### src/rtl/core/ltep_pkg.sv
`timescale 1ns / 1ps
// ----------------------------------------------------------------------------
// ltep_pkg
// Shared types, constants and small lookups for the log time to epoch parser.
// ----------------------------------------------------------------------------
package ltep_pkg;

   // status codes carried with each result
   localparam logic [2:0] ST_OK     = 3'd0;
   localparam logic [2:0] ST_LENGTH = 3'd1;
   localparam logic [2:0] ST_MONTH  = 3'd2;
   localparam logic [2:0] ST_DIGIT  = 3'd3;
   localparam logic [2:0] ST_ZONE   = 3'd4;

   // characters of the timestamp syntax
   localparam logic [7:0] CHAR_ZERO  = 8'h30;
   localparam logic [7:0] CHAR_NINE  = 8'h39;
   localparam logic [7:0] CHAR_SLASH = 8'h2F;
   localparam logic [7:0] CHAR_COLON = 8'h3A;
   localparam logic [7:0] CHAR_SPACE = 8'h20;
   localparam logic [7:0] CHAR_PLUS  = 8'h2B;
   localparam logic [7:0] CHAR_MINUS = 8'h2D;

   // calendar constants
   localparam int unsigned YEAR_BASE         = 1970;
   localparam int unsigned LEAPS_BEFORE_BASE = 477;    // leap days in years 1..1969
   localparam int unsigned DAYS_PER_YEAR     = 365;
   localparam int unsigned SECS_PER_DAY      = 86400;
   localparam int unsigned SECS_PER_HOUR     = 3600;
   localparam int unsigned SECS_PER_MIN      = 60;

   // reciprocal of 25, exact for dividends below 2500
   localparam int unsigned RECIP_25    = 5243;
   localparam int unsigned RECIP_SHIFT = 17;

   // default queue depths
   localparam int unsigned JOB_DEPTH_DEFAULT = 4;
   localparam int unsigned RSP_DEPTH_DEFAULT = 8;

   // month abbreviations, case sensitive
   localparam logic [23:0] MONTH_NAMES [12] = '{
      "Jan", "Feb", "Mar", "Apr", "May", "Jun",
      "Jul", "Aug", "Sep", "Oct", "Nov", "Dec"
   };

   // days in the year before the first of each month, non-leap
   localparam logic [8:0] DAYS_BEFORE [12] = '{
      9'd0, 9'd31, 9'd59, 9'd90, 9'd120, 9'd151,
      9'd181, 9'd212, 9'd243, 9'd273, 9'd304, 9'd334
   };

   // parsed timestamp handed from the front end to the back end
   typedef struct packed {
      logic [2:0]  status;
      logic [13:0] year;
      logic [3:0]  month;
      logic [6:0]  day;
      logic [6:0]  hour;
      logic [6:0]  minute;
      logic [6:0]  second;
      logic        zone_plus;
      logic [6:0]  zone_hours;
      logic [6:0]  zone_minutes;
   } job_type;

   // finished result waiting in the output queue
   typedef struct packed {
      logic [63:0] epoch_seconds;
      logic [2:0]  status;
   } result_type;

   // month number 1..12 for three letters, 0 when nothing matches
   function automatic logic [3:0] month_number(input logic [23:0] letters);
      logic [3:0] num;
      num = 4'd0;
      for (int i = 11; i >= 0; i--) begin
         if (letters == MONTH_NAMES[i]) begin
            num = 4'(i + 1);
         end
      end
      return num;
   endfunction

endpackage

### src/rtl/core/ltep_front.sv
`timescale 1ns / 1ps
// ----------------------------------------------------------------------------
// ltep_front
// Character parser: walks the 26 byte timestamp, collects the fields and
// the first error, and emits one parsed job on the last byte.
// ----------------------------------------------------------------------------
module ltep_front (
   input  logic               clock,
   input  logic               reset,
   input  logic               accept,
   input  logic [7:0]         char_byte,
   input  logic               last_char,
   output logic               job_push,
   output ltep_pkg::job_type  job
);

   // character positions within the text
   localparam logic [4:0] POS_DAY_HI    = 5'd0;
   localparam logic [4:0] POS_DAY_LO    = 5'd1;
   localparam logic [4:0] POS_DAY_SEP   = 5'd2;
   localparam logic [4:0] POS_MON_A     = 5'd3;
   localparam logic [4:0] POS_MON_B     = 5'd4;
   localparam logic [4:0] POS_MON_C     = 5'd5;
   localparam logic [4:0] POS_MON_SEP   = 5'd6;
   localparam logic [4:0] POS_YEAR_0    = 5'd7;
   localparam logic [4:0] POS_YEAR_1    = 5'd8;
   localparam logic [4:0] POS_YEAR_2    = 5'd9;
   localparam logic [4:0] POS_YEAR_3    = 5'd10;
   localparam logic [4:0] POS_YEAR_SEP  = 5'd11;
   localparam logic [4:0] POS_HOUR_HI   = 5'd12;
   localparam logic [4:0] POS_HOUR_LO   = 5'd13;
   localparam logic [4:0] POS_HOUR_SEP  = 5'd14;
   localparam logic [4:0] POS_MIN_HI    = 5'd15;
   localparam logic [4:0] POS_MIN_LO    = 5'd16;
   localparam logic [4:0] POS_MIN_SEP   = 5'd17;
   localparam logic [4:0] POS_SEC_HI    = 5'd18;
   localparam logic [4:0] POS_SEC_LO    = 5'd19;
   localparam logic [4:0] POS_SEC_SEP   = 5'd20;
   localparam logic [4:0] POS_ZONE_SIGN = 5'd21;
   localparam logic [4:0] POS_ZH_HI     = 5'd22;
   localparam logic [4:0] POS_ZH_LO     = 5'd23;
   localparam logic [4:0] POS_ZM_HI     = 5'd24;
   localparam logic [4:0] POS_ZM_LO     = 5'd25;
   localparam logic [4:0] TEXT_LEN      = 5'd26;
   localparam logic [4:0] POS_LIMIT     = 5'd27;

   logic [4:0]  pos_ff, pos_in;
   logic [6:0]  day_ff, day_in;
   logic [15:0] mon_letters_ff, mon_letters_in;
   logic [3:0]  month_ff, month_in;
   logic [13:0] year_ff, year_in;
   logic [6:0]  hour_ff, hour_in;
   logic [6:0]  minute_ff, minute_in;
   logic [6:0]  second_ff, second_in;
   logic        zone_plus_ff, zone_plus_in;
   logic [6:0]  zone_hours_ff, zone_hours_in;
   logic [6:0]  zone_minutes_ff, zone_minutes_in;
   logic [2:0]  error_ff, error_in;
   logic        field_bad_ff, field_bad_in;
   logic [2:0]  zone_error_ff, zone_error_in;

   logic        is_digit;
   logic [3:0]  digit;
   logic [2:0]  final_status;

   assign is_digit = (char_byte >= ltep_pkg::CHAR_ZERO) && (char_byte <= ltep_pkg::CHAR_NINE);
   assign digit    = 4'(char_byte - ltep_pkg::CHAR_ZERO);

   // field separator check, first error wins
   function automatic logic [2:0] sep_check(input logic [2:0] err, input logic [7:0] ch,
                                             input logic [7:0] sep, input logic bad);
      logic [2:0] res;
      res = err;
      if (err == ltep_pkg::ST_OK) begin
         if (ch != sep) begin
            res = ltep_pkg::ST_LENGTH;
         end else if (bad) begin
            res = ltep_pkg::ST_DIGIT;
         end
      end
      return res;
   endfunction

   // per-position field update
   always_comb begin
      pos_in          = pos_ff;
      day_in          = day_ff;
      mon_letters_in  = mon_letters_ff;
      month_in        = month_ff;
      year_in         = year_ff;
      hour_in         = hour_ff;
      minute_in       = minute_ff;
      second_in       = second_ff;
      zone_plus_in    = zone_plus_ff;
      zone_hours_in   = zone_hours_ff;
      zone_minutes_in = zone_minutes_ff;
      error_in        = error_ff;
      field_bad_in    = field_bad_ff;
      zone_error_in   = zone_error_ff;
      case (pos_ff)
         POS_DAY_HI, POS_DAY_LO: begin
            if (is_digit) day_in = 7'(8'(day_ff) * 8'd10 + 8'(digit));
            else field_bad_in = 1'b1;
         end
         POS_DAY_SEP: begin
            error_in = sep_check(error_ff, char_byte, ltep_pkg::CHAR_SLASH, field_bad_ff);
            field_bad_in = 1'b0;
         end
         POS_MON_A: begin
            mon_letters_in = {char_byte, 8'h00};
         end
         POS_MON_B: begin
            mon_letters_in = {mon_letters_ff[15:8], char_byte};
         end
         POS_MON_C: begin
            month_in = ltep_pkg::month_number({mon_letters_ff, char_byte});
         end
         POS_MON_SEP: begin
            if (error_ff == ltep_pkg::ST_OK) begin
               if (char_byte != ltep_pkg::CHAR_SLASH) error_in = ltep_pkg::ST_LENGTH;
               else if (month_ff == 4'd0) error_in = ltep_pkg::ST_MONTH;
            end
            field_bad_in = 1'b0;
         end
         POS_YEAR_0, POS_YEAR_1, POS_YEAR_2, POS_YEAR_3: begin
            if (is_digit) year_in = 14'(18'(year_ff) * 18'd10 + 18'(digit));
            else field_bad_in = 1'b1;
         end
         POS_YEAR_SEP, POS_HOUR_SEP, POS_MIN_SEP: begin
            error_in = sep_check(error_ff, char_byte, ltep_pkg::CHAR_COLON, field_bad_ff);
            field_bad_in = 1'b0;
         end
         POS_HOUR_HI, POS_HOUR_LO: begin
            if (is_digit) hour_in = 7'(8'(hour_ff) * 8'd10 + 8'(digit));
            else field_bad_in = 1'b1;
         end
         POS_MIN_HI, POS_MIN_LO: begin
            if (is_digit) minute_in = 7'(8'(minute_ff) * 8'd10 + 8'(digit));
            else field_bad_in = 1'b1;
         end
         POS_SEC_HI, POS_SEC_LO: begin
            if (is_digit) second_in = 7'(8'(second_ff) * 8'd10 + 8'(digit));
            else field_bad_in = 1'b1;
         end
         POS_SEC_SEP: begin
            error_in = sep_check(error_ff, char_byte, ltep_pkg::CHAR_SPACE, field_bad_ff);
            field_bad_in = 1'b0;
         end
         POS_ZONE_SIGN: begin
            zone_plus_in = (char_byte == ltep_pkg::CHAR_PLUS);
            if ((char_byte != ltep_pkg::CHAR_PLUS) && (char_byte != ltep_pkg::CHAR_MINUS) &&
                (zone_error_ff == ltep_pkg::ST_OK)) begin
               zone_error_in = ltep_pkg::ST_ZONE;
            end
         end
         POS_ZH_HI, POS_ZH_LO: begin
            if (is_digit) zone_hours_in = 7'(8'(zone_hours_ff) * 8'd10 + 8'(digit));
            else if (zone_error_ff == ltep_pkg::ST_OK) zone_error_in = ltep_pkg::ST_DIGIT;
         end
         POS_ZM_HI, POS_ZM_LO: begin
            if (is_digit) zone_minutes_in = 7'(8'(zone_minutes_ff) * 8'd10 + 8'(digit));
            else if (zone_error_ff == ltep_pkg::ST_OK) zone_error_in = ltep_pkg::ST_DIGIT;
         end
         default: begin
         end
      endcase
      // position saturates past the end of the text
      if (pos_ff < POS_LIMIT) pos_in = pos_ff + 5'd1;
   end

   // final status in check order: fields, length, zone
   always_comb begin
      final_status = error_in;
      if ((final_status == ltep_pkg::ST_OK) && (pos_in != TEXT_LEN)) begin
         final_status = ltep_pkg::ST_LENGTH;
      end
      if (final_status == ltep_pkg::ST_OK) begin
         final_status = zone_error_in;
      end
   end

   // job handed to the queue on the last byte
   assign job_push          = accept && last_char;
   assign job.status        = final_status;
   assign job.year          = year_in;
   assign job.month         = month_in;
   assign job.day           = day_in;
   assign job.hour          = hour_in;
   assign job.minute        = minute_in;
   assign job.second        = second_in;
   assign job.zone_plus     = zone_plus_in;
   assign job.zone_hours    = zone_hours_in;
   assign job.zone_minutes  = zone_minutes_in;

   // parser state, cleared after each timestamp
   always_ff @(posedge clock) begin
      if (reset || (accept && last_char)) begin
         pos_ff          <= '0;
         day_ff          <= '0;
         mon_letters_ff  <= '0;
         month_ff        <= '0;
         year_ff         <= '0;
         hour_ff         <= '0;
         minute_ff       <= '0;
         second_ff       <= '0;
         zone_plus_ff    <= 1'b0;
         zone_hours_ff   <= '0;
         zone_minutes_ff <= '0;
         error_ff        <= ltep_pkg::ST_OK;
         field_bad_ff    <= 1'b0;
         zone_error_ff   <= ltep_pkg::ST_OK;
      end else if (accept) begin
         pos_ff          <= pos_in;
         day_ff          <= day_in;
         mon_letters_ff  <= mon_letters_in;
         month_ff        <= month_in;
         year_ff         <= year_in;
         hour_ff         <= hour_in;
         minute_ff       <= minute_in;
         second_ff       <= second_in;
         zone_plus_ff    <= zone_plus_in;
         zone_hours_ff   <= zone_hours_in;
         zone_minutes_ff <= zone_minutes_in;
         error_ff        <= error_in;
         field_bad_ff    <= field_bad_in;
         zone_error_ff   <= zone_error_in;
      end
   end

endmodule

### src/rtl/core/ltep_job_queue.sv
`timescale 1ns / 1ps
// ----------------------------------------------------------------------------
// ltep_job_queue
// Small queue of parsed jobs between the parser and the arithmetic back end.
// ----------------------------------------------------------------------------
module ltep_job_queue #(
   parameter int unsigned DEPTH = ltep_pkg::JOB_DEPTH_DEFAULT
) (
   input  logic               clock,
   input  logic               reset,
   input  logic               push,
   input  ltep_pkg::job_type  push_job,
   output logic               full,
   input  logic               pop,
   output logic               empty,
   output ltep_pkg::job_type  head_job
);

   localparam int unsigned PTR_W = (DEPTH > 1) ? $clog2(DEPTH) : 1;
   localparam int unsigned CNT_W = $clog2(DEPTH + 1);
   localparam logic [PTR_W-1:0] LAST_PTR = PTR_W'(DEPTH - 1);
   localparam logic [CNT_W-1:0] FULL_CNT = CNT_W'(DEPTH);

   ltep_pkg::job_type mem [DEPTH];
   logic [PTR_W-1:0]  wr_ptr_ff, wr_ptr_in;
   logic [PTR_W-1:0]  rd_ptr_ff, rd_ptr_in;
   logic [CNT_W-1:0]  count_ff, count_in;
   logic              do_push, do_pop;

   assign full     = (count_ff == FULL_CNT);
   assign empty    = (count_ff == '0);
   assign do_push  = push && !full;
   assign do_pop   = pop && !empty;
   assign head_job = mem[rd_ptr_ff];

   // pointer and count update
   always_comb begin
      wr_ptr_in = wr_ptr_ff;
      rd_ptr_in = rd_ptr_ff;
      count_in  = count_ff;
      if (do_push) wr_ptr_in = (wr_ptr_ff == LAST_PTR) ? '0 : wr_ptr_ff + PTR_W'(1);
      if (do_pop)  rd_ptr_in = (rd_ptr_ff == LAST_PTR) ? '0 : rd_ptr_ff + PTR_W'(1);
      if (do_push && !do_pop) count_in = count_ff + CNT_W'(1);
      else if (do_pop && !do_push) count_in = count_ff - CNT_W'(1);
   end

   always_ff @(posedge clock) begin
      if (reset) begin
         wr_ptr_ff <= '0;
         rd_ptr_ff <= '0;
         count_ff  <= '0;
      end else begin
         wr_ptr_ff <= wr_ptr_in;
         rd_ptr_ff <= rd_ptr_in;
         count_ff  <= count_in;
      end
   end

   // storage
   always_ff @(posedge clock) begin
      if (do_push) mem[wr_ptr_ff] <= push_job;
   end

endmodule

### src/rtl/core/ltep_back.sv
`timescale 1ns / 1ps
// ----------------------------------------------------------------------------
// ltep_back
// Epoch arithmetic: three stage pipeline from parsed fields to seconds since
// 1970, feeding a result queue. Jobs are issued only against free queue room.
// ----------------------------------------------------------------------------
module ltep_back #(
   parameter int unsigned RSP_DEPTH = ltep_pkg::RSP_DEPTH_DEFAULT
) (
   input  logic               clock,
   input  logic               reset,
   input  logic               job_empty,
   input  ltep_pkg::job_type  job,
   output logic               job_pop,
   output logic [63:0]        epoch_seconds,
   output logic [2:0]         status,
   output logic               empty,
   input  logic               pop
);

   localparam int unsigned PTR_W = (RSP_DEPTH > 1) ? $clog2(RSP_DEPTH) : 1;
   localparam int unsigned CNT_W = $clog2(RSP_DEPTH + 1);
   localparam logic [PTR_W-1:0] LAST_PTR = PTR_W'(RSP_DEPTH - 1);
   localparam logic [CNT_W-1:0] FULL_CNT = CNT_W'(RSP_DEPTH);

   // quotient by 25 through the reciprocal, valid below 2500
   function automatic logic [6:0] div25(input logic [11:0] val);
      logic [24:0] prod;
      prod = 25'(val) * 25'(ltep_pkg::RECIP_25);
      return prod[ltep_pkg::RECIP_SHIFT +: 7];
   endfunction

   logic             issue;
   logic             pop_ok;
   logic [CNT_W-1:0] occ_ff, occ_in;

   // stage 1: century quotients and zone shift
   logic        s1_valid_ff;
   logic [2:0]  s1_status_ff;
   logic [13:0] s1_year_ff;
   logic [3:0]  s1_month_ff;
   logic [6:0]  s1_day_ff, s1_hour_ff, s1_minute_ff, s1_second_ff;
   logic        s1_plus_ff;
   logic [18:0] s1_shift_ff;
   logic [6:0]  s1_q100_ff, s1_q400_ff, s1_q100m_ff, s1_q400m_ff;
   logic [13:0] year_m1;

   // stage 2: day count and time of day
   logic        s2_valid_ff;
   logic [2:0]  s2_status_ff;
   logic [21:0] s2_days_ff, s2_days_in;
   logic [23:0] s2_tod_ff, s2_tod_in;
   logic        s2_plus_ff;
   logic [18:0] s2_shift_ff;
   logic        leap;
   logic [13:0] s1_year_m1;

   // stage 3: days to seconds
   logic        s3_valid_ff;
   logic [2:0]  s3_status_ff;
   logic [38:0] s3_daysec_ff;
   logic [23:0] s3_tod_ff;
   logic        s3_plus_ff;
   logic [18:0] s3_shift_ff;

   // result queue
   ltep_pkg::result_type mem [RSP_DEPTH];
   ltep_pkg::result_type wr_result;
   logic [63:0]          base_sec;
   logic [PTR_W-1:0]     wr_ptr_ff, rd_ptr_ff;
   logic [CNT_W-1:0]     count_ff, count_in;

   // issue against queue room counting items still in the pipeline
   assign issue   = !job_empty && (occ_ff < FULL_CNT);
   assign job_pop = issue;
   assign pop_ok  = pop && !empty;

   always_comb begin
      occ_in = occ_ff;
      if (issue && !pop_ok) occ_in = occ_ff + CNT_W'(1);
      else if (pop_ok && !issue) occ_in = occ_ff - CNT_W'(1);
   end

   assign year_m1 = job.year - 14'd1;

   // stage 1 registers
   always_ff @(posedge clock) begin
      s1_status_ff <= job.status;
      s1_year_ff   <= job.year;
      s1_month_ff  <= job.month;
      s1_day_ff    <= job.day;
      s1_hour_ff   <= job.hour;
      s1_minute_ff <= job.minute;
      s1_second_ff <= job.second;
      s1_plus_ff   <= job.zone_plus;
      s1_shift_ff  <= 19'(19'(job.zone_hours) * 19'(ltep_pkg::SECS_PER_HOUR)
                        + 19'(job.zone_minutes) * 19'(ltep_pkg::SECS_PER_MIN));
      s1_q100_ff   <= div25(job.year[13:2]);
      s1_q400_ff   <= div25({2'b00, job.year[13:4]});
      s1_q100m_ff  <= div25(year_m1[13:2]);
      s1_q400m_ff  <= div25({2'b00, year_m1[13:4]});
   end

   // stage 2 logic: whole years, months, and seconds within the day count
   assign s1_year_m1 = s1_year_ff - 14'd1;
   assign leap = ((s1_year_ff[1:0] == 2'b00) && (s1_year_ff != 14'(s1_q100_ff * 14'd100))) ||
                 (s1_year_ff == 14'(s1_q400_ff * 14'd400));

   always_comb begin
      s2_days_in = '0;
      if (s1_year_ff > 14'(ltep_pkg::YEAR_BASE)) begin
         s2_days_in = 22'(s1_year_ff - 14'(ltep_pkg::YEAR_BASE)) * 22'(ltep_pkg::DAYS_PER_YEAR)
                    + 22'(s1_year_m1[13:2]) - 22'(s1_q100m_ff) + 22'(s1_q400m_ff)
                    - 22'(ltep_pkg::LEAPS_BEFORE_BASE);
      end
      if ((s1_month_ff >= 4'd1) && (s1_month_ff <= 4'd12)) begin
         s2_days_in = s2_days_in + 22'(ltep_pkg::DAYS_BEFORE[s1_month_ff - 4'd1]);
         if ((s1_month_ff > 4'd2) && leap) s2_days_in = s2_days_in + 22'd1;
      end
      s2_tod_in = 24'(s1_day_ff) * 24'(ltep_pkg::SECS_PER_DAY)
                + 24'(s1_hour_ff) * 24'(ltep_pkg::SECS_PER_HOUR)
                + 24'(s1_minute_ff) * 24'(ltep_pkg::SECS_PER_MIN)
                + 24'(s1_second_ff);
   end

   always_ff @(posedge clock) begin
      s2_status_ff <= s1_status_ff;
      s2_days_ff   <= s2_days_in;
      s2_tod_ff    <= s2_tod_in;
      s2_plus_ff   <= s1_plus_ff;
      s2_shift_ff  <= s1_shift_ff;
   end

   // stage 3 registers
   always_ff @(posedge clock) begin
      s3_status_ff <= s2_status_ff;
      s3_daysec_ff <= 39'(s2_days_ff) * 39'(ltep_pkg::SECS_PER_DAY);
      s3_tod_ff    <= s2_tod_ff;
      s3_plus_ff   <= s2_plus_ff;
      s3_shift_ff  <= s2_shift_ff;
   end

   // pipeline valid bits
   always_ff @(posedge clock) begin
      if (reset) begin
         s1_valid_ff <= 1'b0;
         s2_valid_ff <= 1'b0;
         s3_valid_ff <= 1'b0;
         occ_ff      <= '0;
      end else begin
         s1_valid_ff <= issue;
         s2_valid_ff <= s1_valid_ff;
         s3_valid_ff <= s2_valid_ff;
         occ_ff      <= occ_in;
      end
   end

   // final sum with day minus one and the zone shift, wrapping at 64 bits
   assign base_sec = 64'(s3_daysec_ff) + 64'(s3_tod_ff) - 64'(ltep_pkg::SECS_PER_DAY);
   always_comb begin
      wr_result.status = s3_status_ff;
      if (s3_status_ff != ltep_pkg::ST_OK) wr_result.epoch_seconds = '0;
      else if (s3_plus_ff) wr_result.epoch_seconds = base_sec - 64'(s3_shift_ff);
      else wr_result.epoch_seconds = base_sec + 64'(s3_shift_ff);
   end

   // result queue control
   always_comb begin
      count_in = count_ff;
      if (s3_valid_ff && !pop_ok) count_in = count_ff + CNT_W'(1);
      else if (pop_ok && !s3_valid_ff) count_in = count_ff - CNT_W'(1);
   end

   always_ff @(posedge clock) begin
      if (reset) begin
         wr_ptr_ff <= '0;
         rd_ptr_ff <= '0;
         count_ff  <= '0;
      end else begin
         if (s3_valid_ff) wr_ptr_ff <= (wr_ptr_ff == LAST_PTR) ? '0 : wr_ptr_ff + PTR_W'(1);
         if (pop_ok)      rd_ptr_ff <= (rd_ptr_ff == LAST_PTR) ? '0 : rd_ptr_ff + PTR_W'(1);
         count_ff <= count_in;
      end
   end

   always_ff @(posedge clock) begin
      if (s3_valid_ff) mem[wr_ptr_ff] <= wr_result;
   end

   assign empty         = (count_ff == '0);
   assign epoch_seconds = mem[rd_ptr_ff].epoch_seconds;
   assign status        = mem[rd_ptr_ff].status;

   // checks
   a_occ_bound: assert property (@(posedge clock) disable iff (reset)
      occ_ff <= FULL_CNT)
      else $error("result credit count exceeds queue depth");

   a_queue_within_credit: assert property (@(posedge clock) disable iff (reset)
      count_ff <= occ_ff)
      else $error("result queue holds more items than were issued");

   a_error_zero: assert property (@(posedge clock) disable iff (reset)
      (!empty && (status != ltep_pkg::ST_OK)) |-> (epoch_seconds == 64'd0))
      else $error("error result carries nonzero seconds");

   a_issue_reaches_queue: assert property (@(posedge clock) disable iff (reset)
      issue |=> ##2 s3_valid_ff)
      else $error("issued job did not reach the result stage");

endmodule

### src/rtl/core/log_time_to_epoch_parser.sv
`timescale 1ns / 1ps
// ----------------------------------------------------------------------------
// log_time_to_epoch_parser
// Parses "dd/Mon/yyyy:hh:mm:ss +hhmm" one byte at a time and returns the
// seconds since 1970 with a status code for each timestamp.
// ----------------------------------------------------------------------------
//  channel   ports                                    handshake
//  request   req_char_byte, req_last_char             push / full
//  response  rsp_epoch_seconds, rsp_status            pop / empty
//
//  One byte is taken every cycle while full is low.
//  A timestamp's last byte goes into the job queue, then through three
//  arithmetic stages, then into the result queue that drives the output.
//  Synchronous reset clears parser state and both queues.
//  full rises only while the job queue holds JOB_DEPTH timestamps; the back
//  end stops taking jobs once in-flight plus queued results reach RSP_DEPTH.
// ----------------------------------------------------------------------------
module log_time_to_epoch_parser #(
   parameter int unsigned JOB_DEPTH = ltep_pkg::JOB_DEPTH_DEFAULT,
   parameter int unsigned RSP_DEPTH = ltep_pkg::RSP_DEPTH_DEFAULT
) (
   input  logic        clock,
   input  logic        reset,
   input  logic [7:0]  req_char_byte,
   input  logic        req_last_char,
   input  logic        push,
   output logic        full,
   output logic [63:0] rsp_epoch_seconds,
   output logic [2:0]  rsp_status,
   output logic        empty,
   input  logic        pop
);

   logic              accept;
   logic              job_push;
   ltep_pkg::job_type new_job;
   ltep_pkg::job_type head_job;
   logic              job_empty;
   logic              job_pop;

   assign accept = push && !full;

   // byte parser
   ltep_front u_front (
      .clock     (clock),
      .reset     (reset),
      .accept    (accept),
      .char_byte (req_char_byte),
      .last_char (req_last_char),
      .job_push  (job_push),
      .job       (new_job)
   );

   // parsed job queue
   ltep_job_queue #(
      .DEPTH (JOB_DEPTH)
   ) u_job_queue (
      .clock    (clock),
      .reset    (reset),
      .push     (job_push),
      .push_job (new_job),
      .full     (full),
      .pop      (job_pop),
      .empty    (job_empty),
      .head_job (head_job)
   );

   // epoch arithmetic and result queue
   ltep_back #(
      .RSP_DEPTH (RSP_DEPTH)
   ) u_back (
      .clock         (clock),
      .reset         (reset),
      .job_empty     (job_empty),
      .job           (head_job),
      .job_pop       (job_pop),
      .epoch_seconds (rsp_epoch_seconds),
      .status        (rsp_status),
      .empty         (empty),
      .pop           (pop)
   );

endmodule

### config.mk
export PLATFORM = sky130hd
export DESIGN_NAME = log_time_to_epoch_parser
export DESIGN_NICKNAME = d
export VERILOG_FILES = /design/src/rtl/core/ltep_pkg.sv /design/src/rtl/core/ltep_front.sv /design/src/rtl/core/ltep_job_queue.sv /design/src/rtl/core/ltep_back.sv /design/src/rtl/core/log_time_to_epoch_parser.sv
export SDC_FILE = /design/constraint.sdc
export NUM_CORES = 2
export LEC_CHECK = 0
export BUFFER_PORTS_ARGS = -buffer_cell sky130_fd_sc_hd__buf_2
export CORE_AREA = 2 2 390 392
export CTS_CLUSTER_SIZE = 14
export DETAILED_ROUTE_END_ITERATION = 8
export DIE_AREA = 0 0 392 394
export PLACE_DENSITY_LB_ADDON = 0.25
export SLEW_MARGIN = 20
export SYNTH_ARGS = -nofsm -noshare
export SYNTH_HDL_FRONTEND = slang
export SYNTH_SLANG_ARGS = --single-unit
### constraint.sdc
create_clock -name clock -period 10.1 [get_ports clock]
set_input_delay 2.02 -clock clock [delete_from_list [all_inputs] [get_ports clock]]
set_output_delay 2.02 -clock clock [all_outputs]
set_load 0.02 [all_outputs]
# Word-level counts from Yosys, hierarchy flattened
# Memories as Yosys holds them, arrays and structs flattened. A register that Yosys moved wholly into a read port is not among the register bits.
# Index checks and enable logic that the tools add are counted.
[word_totals] reg_bits=356 mem_bits_rw=792 rom_bits=144 input_bits=13 out_inout_bits=69 elab_cells=303 n_memories=3
[classes] n_addsub=37 mul=20 order_cmp=9 n_eq_ne=52 mux=74 n_bitwise=2 n_reduce_logical=58
[mem_list] memory="u_back.mem" depth=8 word_bits=67 read_ports=1 rd_clocked_by_memory_dff=1 write_ports=1 line="ltep_back.sv:67" source="ltep_pkg::result_type mem [RSP_DEPTH];"
[mem_list] memory="u_job_queue.mem" depth=4 word_bits=64 read_ports=1 rd_clocked_by_memory_dff=1 write_ports=1 line="ltep_job_queue.sv:24" source="ltep_pkg::job_type mem [DEPTH];"
[mem_list] memory="(no name shown)" depth=16 word_bits=9 read_ports=1 rd_clocked_by_memory_dff=0 write_ports=0 line="ltep_back.sv:117" source="s2_days_in = s2_days_in + 22'(ltep_pkg::DAYS_BEFORE[s1_month_ff - 4'd1]);"
[ops] cell="24-bit by 23-bit equality test with 1-bit output (second input constant)" count=12
[ops] cell="64-bit 2-to-1 mux" count=2
[ops] cell="7-bit 2-to-1 mux" count=12
[ops] cell="4-bit 2-to-1 mux" count=17
[ops] cell="22-bit 2-to-1 mux" count=3
[ops] cell="64-bit by 19-bit adder with 64-bit output" count=1
[ops] cell="64-bit by 17-bit subtractor with 64-bit output (second input constant)" count=1
[ops] cell="64-bit by 19-bit subtractor with 64-bit output" count=1
[ops] cell="3-bit 2-to-1 mux" count=21
[ops] cell="5-bit equality test (second input constant)" count=10
[ops] cell="12-bit by 13-bit multiplier with 24-bit output (second input constant)" count=2
[ops] cell="10-bit by 13-bit multiplier with 23-bit output (second input constant)" count=2
[ops] cell="7-bit by 4-bit adder with 7-bit output" count=6
[ops] cell="7-bit by 3-bit multiplier with 6-bit output (second input constant)" count=6
[ops] cell="39-bit by 24-bit adder with 40-bit output" count=1
[ops] cell="5-bit by 4-bit equality test with 1-bit output (second input constant)" count=8
[ops] cell="8-bit by 6-bit inequality test with 1-bit output (second input constant)" count=5
[ops] cell="22-bit by 10-bit multiplier with 32-bit output (second input constant)" count=1
[ops] cell="16-bit case mux with 2 select lines" count=1
[ops] cell="7-bit by 8-bit multiplier with 15-bit output (second input constant)" count=2
[ops] cell="14-bit 2-to-1 mux" count=2
[ops] cell="14-bit by 1-bit subtractor with 14-bit output (second input constant)" count=2
[ops] cell="24-bit by 13-bit adder with 24-bit output" count=1
[ops] cell="24-bit by 19-bit adder with 24-bit output" count=1
[ops] cell="66 further kinds" count=132

# Depth between registers and ports, before layout
[depth] word_depth=14 ltp_mapped=36 ltp_nobuf=34

# Hierarchy
# Synthesis repeated with hierarchy kept, for this count alone.
[hier_totals] hier_cells=5977 hier_area_um2=72154.2
[by_module_without_submodules] module="ltep_back" n_inst=1 cells_each=4701 area_per_inst_um2=55170.4 seq_area_each_um2=21240.4
[by_module_without_submodules] module="ltep_job_queue" n_inst=1 cells_each=384 area_per_inst_um2=9733.1 seq_area_each_um2=7867.5
[by_module_without_submodules] module="ltep_front" n_inst=1 cells_each=891 area_per_inst_um2=7236.9 seq_area_each_um2=1781.7
[by_module_without_submodules] module="log_time_to_epoch_parser" n_inst=1 cells_each=1 area_per_inst_um2=13.8 seq_area_each_um2=0.0

# Worst setup path after synthesis
# OpenSTA, ideal clock, no wires.
[synth_timing] kind="reg-to-reg" startpoint="register with a tool-made name" endpoint="register u_back.s1_q400m_ff[5]" setup_ns=0.136 t_arrival_ns=7.733 required_ns=9.964 setup_slack_ns=2.231 path_stages_with_launch=33 n_path_buf=2 synth_period_minus_slack_ns=7.869 cell_sequence="dfxtp_1 > buf_2 > clkbuf_1 > mux4_2 > inv_1 > ha_1 > nand4_1 > nand2_1 > and3_1 > nand3_1 > xnor2_1 > inv_1 > fa_1 > inv_1 > fa_1 > inv_1 > fa_1 > fa_1 > inv_1 > fa_1 > inv_1 > ha_1 > a21oi_1 > nor2b_1 > o21ai_0 > nand2b_1 > a21oi_1 > nor4b_1 > nor3b_1 > o21a_1 > o21a_1 > o41ai_1 > xor2_1"
[synth_rtl] item="to (signal assigned)" line="ltep_back.sv:101" source="s1_q400m_ff <= div25({2'b00, year_m1[13:4]});"
[synth_rtl] item="to (decl)" line="ltep_back.sv:45" source="logic [6:0] s1_q100_ff, s1_q400_ff, s1_q100m_ff, s1_q400m_ff;"

# Worst setup path in the final report
[layout_timing] startpoint="register u_back.s1_year_ff[1]" endpoint="register u_back.s2_days_ff[21]"
[layout_via] elab_chain_cells=11 elab_cells_between_ends=19 cone_classes="8 x add/sub; 1 x mul; 1 x order compare; 2 x eq/ne; 3 x mux; 4 x reduce/logical"
[layout_rtl] item="from (decl)" line="ltep_back.sv:40" source="logic [13:0] s1_year_ff;"
[layout_rtl] item="from (signal assigned)" line="ltep_back.sv:89" source="s1_year_ff <= job.year;"
[layout_rtl] item="14-bit by 11-bit subtractor with 15-bit output" line="ltep_back.sv:112" source="s2_days_in = 22'(s1_year_ff - 14'(ltep_pkg::YEAR_BASE)) * 22'(ltep_pkg::DAYS_PER_YEAR)"
[layout_rtl] item="22-bit by 9-bit multiplier with 22-bit output" line="ltep_back.sv:112"
[layout_rtl] item="22-bit by 12-bit adder with 22-bit output" line="ltep_back.sv:113" source="+ 22'(s1_year_m1[13:2]) - 22'(s1_q100m_ff) + 22'(s1_q400m_ff)"
[layout_rtl] item="22-bit by 7-bit subtractor with 22-bit output" line="ltep_back.sv:113"
[layout_rtl] item="22-bit by 6-bit adder with 22-bit output" line="ltep_back.sv:113"
[layout_rtl] item="22-bit by 9-bit subtractor with 22-bit output" line="ltep_back.sv:114" source="- 22'(ltep_pkg::LEAPS_BEFORE_BASE);"
[layout_rtl] item="22-bit 2-to-1 mux" line="ltep_back.sv:111" source="if (s1_year_ff > 14'(ltep_pkg::YEAR_BASE)) begin"
[layout_rtl] item="22-bit by 9-bit adder with 22-bit output" line="ltep_back.sv:117"
[layout_rtl] item="22-bit by 1-bit adder with 22-bit output" line="ltep_back.sv:118" source="if ((s1_month_ff > 4'd2) && leap) s2_days_in = s2_days_in + 22'd1;"
[layout_rtl] item="22-bit 2-to-1 mux" line="ltep_back.sv:118"
[layout_rtl] item="22-bit 2-to-1 mux (*)" line="ltep_back.sv:116" source="if ((s1_month_ff >= 4'd1) && (s1_month_ff <= 4'd12)) begin"
[layout_rtl] item="net u_back.s2_days_in[21]" line="ltep_back.sv:51" source="logic [21:0] s2_days_ff, s2_days_in;"
[layout_rtl] item="to (signal assigned)" line="ltep_back.sv:128" source="s2_days_ff <= s2_days_in;"
[layout_rtl] item="to (decl)" line="ltep_back.sv:51"
# The timed path passes the listed nets; every way through them passes the cells marked *.
# A chain may end at the register's enable or synchronous reset.

==> reports/results.txt <==
GR Util met1 -> 0.2713
pin count of the biggest net entering global routing -> 109
port bufs -> 81
CP Launch Point -> u_back.s1_year_ff[1]
worst path bufs/invs -> 5
Final Hold Viols -> 0
number of cells on the critical path -> 29
Worst R2R Path Depth -> 29
Synth area leaders -> edfxtp_1 (33%), ha_1 (14%), dfxtp_1 (9.9%)
global-route wire length before repair -> 247300 um
total gr overflow -> 0
CTS H-tree lvls -> 3
Worst Path Required -> 10.71 ns
GR Util met3 -> 0.02640
area share of the leading cell type in the synthesized netlist -> 0.3316
setup repair after global routing missed its margin -> no
Reg-to-Reg Start -> u_back.s1_year_ff[1]
warnings from Yosys -> 0
I/O Pins -> 82
Clock Latency Late Sink -> 0.74 ns
largest area contributor in the netlist -> edfxtp_1
maximum clock frequency -> 116.9 MHz
Die H -> 394 um
Post CTS Setup Buffer Count -> 0
Area growth syn-to-layout -> 9.262%
startpoint types -> flop
Slew Viols, Final -> 0
worst r2r dst -> u_back.s2_days_ff[21]
Syn Inst Count -> 6034
setup TNS -> 0 ns
Final Setup Violations -> 0
status -> completed
TritonCTS clock tree -> done
routed vias/inst -> 5.408
hold_buf cts -> 0
Post-synth top cells -> ha_1 (807), edfxtp_1 (792), inv_1 (769), nor2_1 (356), dfxtp_1 (355)
Mean Syn Cell Area -> 11.89 um^2
Most Crowded Layer GR -> met2
post-synth net total -> 7165
Synth Area in Adders -> 0.2276
reg2reg setup slack -> 1.54 ns
Worst Path Arrival -> 9.17 ns
XOR/XNOR share of the synthesized area -> 0.05136
sequential element share of the synthesized area -> 0.4307
Placer Congestion -> 0.9043
Total Die Area -> 154400 um^2
final worst slack -> 1.544 ns
met2 Use GR -> 0.3434
CTS buffer count -> 117
max incr delay on CP -> 0.60 ns
Initial DRT Pass Iterations -> 5
most common cell in the netlist -> ha_1
Max-Cap Viols -> 0
CTS Buffer Depth -> 3
dpl hpwl -> 111700 um
WL final -> 154000 um
vias in the first global route -> 45590
initial antenna violation count -> 3
vias -> 44580
DR iter-0 viols -> 2623
max_slew headroom -> 0.3217
Tot GR Track Use -> 0.2008
Setup crit end kind -> flop
fin crit period -> 8.556 ns
crit share post-route -> 0.8472
core region area -> 150700 um^2
largest family of logic cells by synthesized area -> adder cells
crit-path leading delay family -> adder cells
Synth Area in Compound Gates -> 0.07949
Chip Width -> 392 um
clk sinks -> 1147
proportion of layout cells with a drive suffix above 1 -> 0.1083
hold slack -> 0.3053 ns
# resized after CTS -> 0
CP max stage cell -> nor4b_1
worst slack, placed -> 1.625 ns
asr flop ratio synth -> 0
Setup Skew -> 0.03724 ns
Top FF cell, synth -> edfxtp_1
min-delay worst type -> flop to flop
Root Driver -> clkbuf_16
Synth cell types -> 88
CP Capture Point -> u_back.s2_days_ff[21]
NumNets Final -> 7241
#FFs+latches synth -> 1147
Post-synth EDFFs -> 792
post-synthesis mux area share -> 0.08106
measured slew at the worst slew-check pin -> 1.017 ns
Top cell by count, worst path -> inv_1
Synth Cell Area -> 71720 um^2
Synth Area in Simple Gates -> 0.08062
CTS clock-pin slew for the worst setup and hold paths -> 0.06 ns
CP max FO -> 8
mean routed wirelength per cell -> 18.68 um
Row Count -> 143
drt drc -> 0
Starting Density -> 0.4760
Crit Path Category -> flop to flop
DRT antenna net count -> 0
-- cell families after synthesis --
family,Yosys count
and+or+nand+nor,1198
DFF,1147
adders and majority gates,1118
buffers and inverters,934
AOI/OAI and AO/OA,897
xor gates and xnor gates,419
muxes,321
-- per-layer routing --
layer  vias up  wire length, um
li1      21570                -
met1     21980            70400
met2       818            74720
met3       211             5676
met4         2             3173
met5         -               13
-- per-stage QoR --
step	utilization	std cells	area, um^2
6_report	0.5201	8243	78360
5_1_grt	0.5201	8242	78360
4_1_cts	0.5201	8242	78350
3_5_place_dp	0.4944	8021	74490
3_3_place_gp	0.4944	8021	74490
2_1_floorplan	-	6034	71720
-- cells in the final DEF (no fill, tap or decap), types with 40 or more instances in the layout --
master     instances
inv_1            770
buf_2             81
and3_1            48
a21o_1           119
fa_1             311
nor2b_1           40
ha_1             807
mux2_2            98
dfxtp_1          350
a21oi_1          305
xnor2_1          272
o21ai_0          163
nand3_1           90
o21bai_1          47
xor2_1           146
nor3_1           111
edfxtp_1         792
clkbuf_16        119
nand2_1          290
nor2_1           350
mux4_2           198
-- how the worst min path moves through the flow --
stage | from | end | depth (start not counted)
4_1_cts | u_back.s1_shift_ff[14] | u_back.s2_shift_ff[14] | 0
5_1_grt | u_back.s2_shift_ff[17] | u_back.s3_shift_ff[17] | 0
3_3_place_gp | u_back.s2_tod_ff[3] | u_back.s3_tod_ff[3] | 0
3_5_place_dp | u_back.s1_shift_ff[13] | u_back.s2_shift_ff[13] | 0
2_1_floorplan | u_back.s1_plus_ff | u_back.s2_plus_ff | 0
6_report | u_back.s2_shift_ff[17] | u_back.s3_shift_ff[17] | 0
-- sequential cells by signal, summed over array words and instances, names as in the netlist, 14 cells and up, named ones only --
| name | flops |
|---|---|
| u_back.s3_daysec_ff | 32 |
| u_front.mon_letters_ff | 16 |
| u_front.year_ff | 14 |
| u_job_queue.mem | 256 |
| u_back.s3_tod_ff | 24 |
| u_back.s2_tod_ff | 24 |
| u_back.s3_shift_ff | 17 |
| u_back.s1_year_ff | 14 |
| u_back.mem | 536 |
| u_back.s2_shift_ff | 17 |
| u_back.s1_shift_ff | 17 |
| u_back.s2_days_ff | 22 |
-- layout make-up --
class | count | area, um^2
timing repair buffer | 122 | 738.2
sequential | 1147 | 30910
clock inverter | 73 | 708.2
multi-input combinational | 3953 | 37420
inverter | 769 | 2887
antenna | 1 | 2.502
clock buffer | 148 | 3157
fill | 13090 | 72290
tap | 2030 | 2540
-- worst reg2reg max path: cells and delay by family, from the launching register on --
family,cells,cell delay (ns)
xor gates and xnor gates,2,0.59
DFF,1,0.49
and+or+nand+nor,9,2.12
adders and majority gates,8,3.37
buffers and inverters,5,0.40
AOI/OAI and AO/OA,4,1.26
muxes,1,0.23
Power is not shown: default switching activity piles up to over one toggle a cycle in this logic, so the estimate is an artifact.
